--- src/rtl/mft_pkg.sv ---
// shared types, constants and modular arithmetic for the modular fenwick tree unit
`default_nettype none

package mft_pkg;

	localparam int unsigned VAL_W  = 30;
	localparam int unsigned IDX_W  = 10;
	localparam int unsigned SIZE_W = 11;
	localparam int unsigned CMD_W  = 2;

	localparam logic [VAL_W-1:0]  MODULUS    = 30'd998244353;
	localparam logic [SIZE_W-1:0] SIZE_RESET = 11'd1024;

	localparam logic [CMD_W-1:0] CMD_ADD   = 2'd0;
	localparam logic [CMD_W-1:0] CMD_SUM   = 2'd1;
	localparam logic [CMD_W-1:0] CMD_CLEAR = 2'd2;

	typedef struct packed {
		logic [CMD_W-1:0] command;
		logic [IDX_W-1:0] first_index;
		logic [IDX_W-1:0] last_index;
		logic [VAL_W-1:0] delta;
	} mft_req_t;

	typedef struct packed {
		logic [VAL_W-1:0] range_total;
		logic             index_error;
	} mft_rsp_t;

	typedef struct packed {
		logic clr;
		logic en;
		logic sel_lo;
	} mft_acc_ctl_t;

	function automatic logic [VAL_W-1:0] mod_add(input logic [VAL_W-1:0] a,
			input logic [VAL_W-1:0] b);
		logic [VAL_W:0] s;
		s = {1'b0, a} + {1'b0, b};
		if (s >= {1'b0, MODULUS}) begin
			return VAL_W'(s - {1'b0, MODULUS});
		end
		return s[VAL_W-1:0];
	endfunction

	function automatic logic [VAL_W-1:0] mod_sub(input logic [VAL_W-1:0] a,
			input logic [VAL_W-1:0] b);
		if (a >= b) begin
			return a - b;
		end
		return VAL_W'(({1'b0, a} + {1'b0, MODULUS}) - {1'b0, b});
	endfunction

endpackage

`default_nettype wire

--- src/rtl/mft_accum.sv ---
// prefix accumulators for the upper and lower chain and the final modular difference
`default_nettype none

module mft_accum
	import mft_pkg::*;
(
	input  wire logic         clk,
	input  mft_acc_ctl_t      ctl,
	input  wire logic [29:0]  rdata,
	output logic [29:0]       total
);

	logic [VAL_W-1:0] acc_hi_q;
	logic [VAL_W-1:0] acc_lo_q;

	always_ff @(posedge clk) begin
		if (ctl.clr) begin
			acc_hi_q <= '0;
			acc_lo_q <= '0;
		end else if (ctl.en) begin
			if (ctl.sel_lo) begin
				acc_lo_q <= mod_add(acc_lo_q, rdata);
			end else begin
				acc_hi_q <= mod_add(acc_hi_q, rdata);
			end
		end
	end

	assign total = mod_sub(acc_hi_q, acc_lo_q);

endmodule

`default_nettype wire

--- config.mk ---
export PLATFORM = sky130hd
export DESIGN_NAME = mft_accum
export DESIGN_NICKNAME = d
export VERILOG_FILES = /design/src/rtl/mft_pkg.sv /design/src/rtl/mft_accum.sv
export SDC_FILE = /design/constraint.sdc
export NUM_CORES = 1
export LEC_CHECK = 0
export BUFFER_PORTS_ARGS = -buffer_cell sky130_fd_sc_hd__buf_2
export CORE_MARGIN = 5
export CORE_UTILIZATION = 58
export CTS_CLUSTER_DIAMETER = 80
export DETAILED_ROUTE_END_ITERATION = 6
export PLACE_DENSITY = 0.79
export SYNTH_ARGS = -nofsm -noshare
export SYNTH_HDL_FRONTEND = slang
export SYNTH_SLANG_ARGS = --single-unit
--- constraint.sdc ---
create_clock -name clk -period 4.1 [get_ports clk]
set_input_delay 0.41 -clock clk [delete_from_list [all_inputs] [get_ports clk]]
set_output_delay 0.41 -clock clk [all_outputs]
set_load 0.01 [all_outputs]
==> results of run 1 <==
per-stage QoR:
stage | instance area [um^2] | utilization [%] | setup slack (ps)
after floorplan | 11100 | - | 9.51
after global placement | 14100 | 75.1 | -416
after detailed placement | 14100 | 75.1 | -497
after CTS | 15500 | 82.4 | -232
per-layer routing:
layer / GRT overflow / global-route usage [%]
met5: 0 / 40.5
met4: 2 / 69.4
met3: 0 / 63.0
met2: 2 / 86.2
met1: 1 / 71.5
cells by family after synthesis:
kind of cell	after synthesis	share of synthesized area (%)
XOR/XNOR	132	10.4
AND/OR/NAND/NOR	483	21.9
buffers and inverters	201	7.13
multiplexers	10	0.912
AO/OA/AOI/OAI	492	29.6
adder cells (fa/ha/maj)	155	19.2
flip-flops	60	10.8
timing repair:
item,CTS
endpoints found under the setup margin,87
resized for setup,145
cloned,6
pin swaps,79
setup buffers,33
==> impl_metrics.env, run 1 <==
export IMPL_grt_ovfl_total=5
export IMPL_port_buffers=63
export IMPL_antenna_found_initial=16
export IMPL_tool_error="[ERROR GRT-0232] Routing congestion too high. Check the congestion heatmap in the GUI."
export IMPL_grt_max_degree=36
export IMPL_cts_sinks=60
export IMPL_synth_edf_count=0
export IMPL_gp_congestion=1.01
export IMPL_start_util_pct=59.2
export IMPL_ys_types=85
export IMPL_synth_largest_area_cell="ha_1"
export IMPL_syn_inst=1533
export IMPL_synthTopCellsByArea="ha_1, dfxtp_1, xnor2_1"
export IMPL_hold_buffers=0
export IMPL_async_flop_share_pct=0
export IMPL_yosysWarnings=0
export IMPL_hpwl_um=33500
export IMPL_syn_area_per_cell_um2=7.25
export IMPL_num_rows=50
export IMPL_gr_usage_all_layers_pct=72.7
export IMPL_synth_top_area_share_pct=14.5
export IMPL_dieWidth_um=148
export IMPL_lastStage="global routing (5_1_grt)"
export IMPL_status="stopped before the end"
export IMPL_yosysMostFrequentCell="inv_1"
export IMPL_yosys_top_cells_count="inv_1, nor2_1, ha_1"
export IMPL_die_h_um=148
export IMPL_worst_path_end_type="output port"
export IMPL_htreeDepth=3
export IMPL_syn_nets=1722
export IMPL_ys_flop_type="dfxtp_1"
export IMPL_synth_area_um2=11100
export IMPL_clock_path_buffers=2
export IMPL_crit_endpoint="total[29]"
export IMPL_synth_seq_cells=60
export IMPL_yosysSeqAreaShare_pct=10.8
export IMPL_cts_buffers=9
export IMPL_num_io_pins=64
export IMPL_dp_cells=2111
export IMPL_cts_root_buf="clkbuf_16"
==> run 2, diff against run 1 <==
- CORE_UTILIZATION: 58 -> 40
- CTS_CLUSTER_DIAMETER: 80 -> default
- PLACE_DENSITY: 0.79 -> default
- PLACE_DENSITY_LB_ADDON: default -> 0.15
- clock period: 4.1 -> 5.33 ns (I/O delays scaled with it)
==> impl_metrics.env, run 2 <==
export IMPL_coreArea_um2=27600
export IMPL_status="finished, final reports clean"
export IMPL_slew_headroom_pct=50.1
export IMPL_ys_flop_type="dfxtp_1"
export IMPL_clkLatencyLatePin_ps=330
export IMPL_cts_buffers=9
export IMPL_worst_slew_pin_slew_ps=739
export IMPL_vias_per_cell=5.68
export IMPL_start_util_pct=40.2
export IMPL_grt_pass1_vias=10100
export IMPL_regArea_um2=1200
export IMPL_num_io_pins=64
export IMPL_routed_wl_um=34800
export IMPL_crit_arrival_ps=4450
export IMPL_wire_per_inst_um=17.8
export IMPL_final_common_cell="inv_1"
export IMPL_min_path_type="flop to flop"
export IMPL_peakVddDrop_mv=0.115
export IMPL_drt_iter0_drc=663
export IMPL_endpoint_kind="output port"
export IMPL_antenna_cells=0
export IMPL_syn_nets=1722
export IMPL_cap_violations=0
export IMPL_reg_top3="acc_hi_q x30, acc_lo_q x30"
export IMPL_timing_fmax_mhz=201
export IMPL_maxSlewViolCount=0
export IMPL_timing_final_crit_share_pct=93.6
export IMPL_yosys_top_cells_count="inv_1, nor2_1, ha_1"
export IMPL_synthTopCellsByArea="ha_1, dfxtp_1, xnor2_1"
export IMPL_critical_path_class="flop to output port"
export IMPL_power_density_nw_per_um2=282
export IMPL_drive_gt1_share_pct=8.94
export IMPL_yosysMostFrequentCell="inv_1"
export IMPL_setup_viol=0
export IMPL_layout_nets=1762
export IMPL_first_pass_iters=5
export IMPL_required_ps=4800
export IMPL_htreeDepth=3
export IMPL_postRouteAntennaNets=0
export IMPL_die_area_um2=31200
export IMPL_hold_viol=0
export IMPL_grt_pass1_wl_um=54600
export IMPL_port_buffers=63
export IMPL_place_ws_ps=447
export IMPL_fill_cells=2871
export IMPL_yosysWarnings=0
export IMPL_path_clk_slew_ps=50
export IMPL_hold_buffers=0
export IMPL_cts_root_buf="clkbuf_16"
export IMPL_gr_usage_all_layers_pct=21.8
export IMPL_ys_types=85
export IMPL_async_flop_share_pct=0
export IMPL_synth_top_area_share_pct=14.5
export IMPL_remaining_drc_errors=0
export IMPL_antenna_found_initial=0
export IMPL_clock_path_buffers=2
export IMPL_syn_area_per_cell_um2=7.25
export IMPL_grt_ovfl_total=0
export IMPL_worstSetupStartpointType="flop"
export IMPL_syn_to_final_growth_pct=9.54
export IMPL_cts_sinks=60
export IMPL_synth_edf_count=0
export IMPL_synth_largest_area_cell="ha_1"
export IMPL_synth_area_um2=11100
export IMPL_num_rows=61
export IMPL_yosysSeqAreaShare_pct=10.8
export IMPL_cp_max_fo=4
export IMPL_timing_final_ws_setup_ps=343
export IMPL_finClkSkew_ps=6.34
export IMPL_syn_inst=1533
export IMPL_layout_common_cells="inv_1, nor2_1, ha_1, nand2_1, a21oi_1"
export IMPL_vias=11100
export IMPL_die_h_um=177
export IMPL_hpwl_um=29700
export IMPL_multi_input_area_um2=9150
export IMPL_dieWidth_um=177
export IMPL_grt_max_degree=51
export IMPL_layout_min_cycle_time_ps=4990
export IMPL_cts_tree="done"
export IMPL_synth_seq_cells=60
export IMPL_p_leak_nw=4.96
export IMPL_whs_ps=527
export IMPL_gp_congestion=0.918
run 2: final cells by class:
class                   instances  share of cell area, %
repair buffers                 91                   4.42
well taps                     378                   3.89
inverters                     139                   4.29
clock buffers                  14                   2.33
multi-input cells            1272                   75.2
clock inverters                 1                 0.0411
flip-flops and latches         60                   9.87
run 2: per-layer routing:
layer	global-route usage [%]	up-vias	share of wire [%]
li1	-	5653	-
met1	32.2	5148	50
met2	34.6	272	43
met3	1.69	24	5.2
met4	5.00	0	1.6
met5	0	-	0
run 2: worst max-delay path, cell delays in order (launching register included):
cell and delay, ps:
dfxtp_1 390, inv_1 150, ha_1 350, inv_1 70, ha_1 190, inv_1 60
fa_1 400, o21bai_1 140, a21oi_1 140, o31ai_2 360, nor4_2 110, nor3_1 260
nor4b_1 90, buf_4 160, a21o_1 190, o21ai_0 300, a221oi_1 150, xor2_1 160
mux2i_1 160, xnor2_1 130, buf_2 140
run 2: metrics by stage:
stage          cells  power (mW)  utilization [%]  area, um^2  TNS (ps)
6_report        1955        3.43             44.1       12200         0
5_1_grt         1955        3.73             44.1       12200     -15.5
4_1_cts         1955        3.43             44.0       12200         0
3_5_place_dp    1940        2.87             43.0       11900         0
3_3_place_gp    1940        2.85             43.0       11900         0
2_1_floorplan   1533        2.21                -       11100         0
run 2: repair_timing:
item / 4_1_cts / 5_1_grt
setup endpoints to repair: 0 / 1
resized for setup: 0 / 2
buffers inserted: 0 / 0
run 2: cells by family (layout without fill, tap and decap cells):
logic type               after synthesis  in the layout  share of synthesized area, %
multiplexers                          10             10                         0.912
AND/OR/NAND/NOR                      483            483                          21.9
flip-flops                            60             60                          10.8
adder cells (fa/ha/maj)              155            155                          19.2
buffers and inverters                201            245                          7.13
XOR/XNOR                             132            132                          10.4
AO/OA/AOI/OAI                        492            492                          29.6
run 2: worst paths after layout:
kind	from	end	slack, ps	depth (start not counted)
worst max-delay path	acc_hi_q[1]	total[29]	340	20
worst min-delay path	acc_lo_q[0]	acc_lo_q[0]	530	2
worst max register to register	acc_hi_q[0]	acc_hi_q[8]	630	17
worst min register to register	acc_lo_q[0]	acc_lo_q[0]	530	2
run 2: power by group:
| group | leakage, nW | switching, mW | internal [mW] |
|---|---|---|---|
| registers | 0.494 | 0.0704 | 0.489 |
| logic | 4.32 | 1.36 | 0.951 |
| clock network | 0.145 | 0.199 | 0.362 |
| total | 4.96 | 1.63 | 1.80 |
No activity file was read; power rests on OpenSTA's default activity.
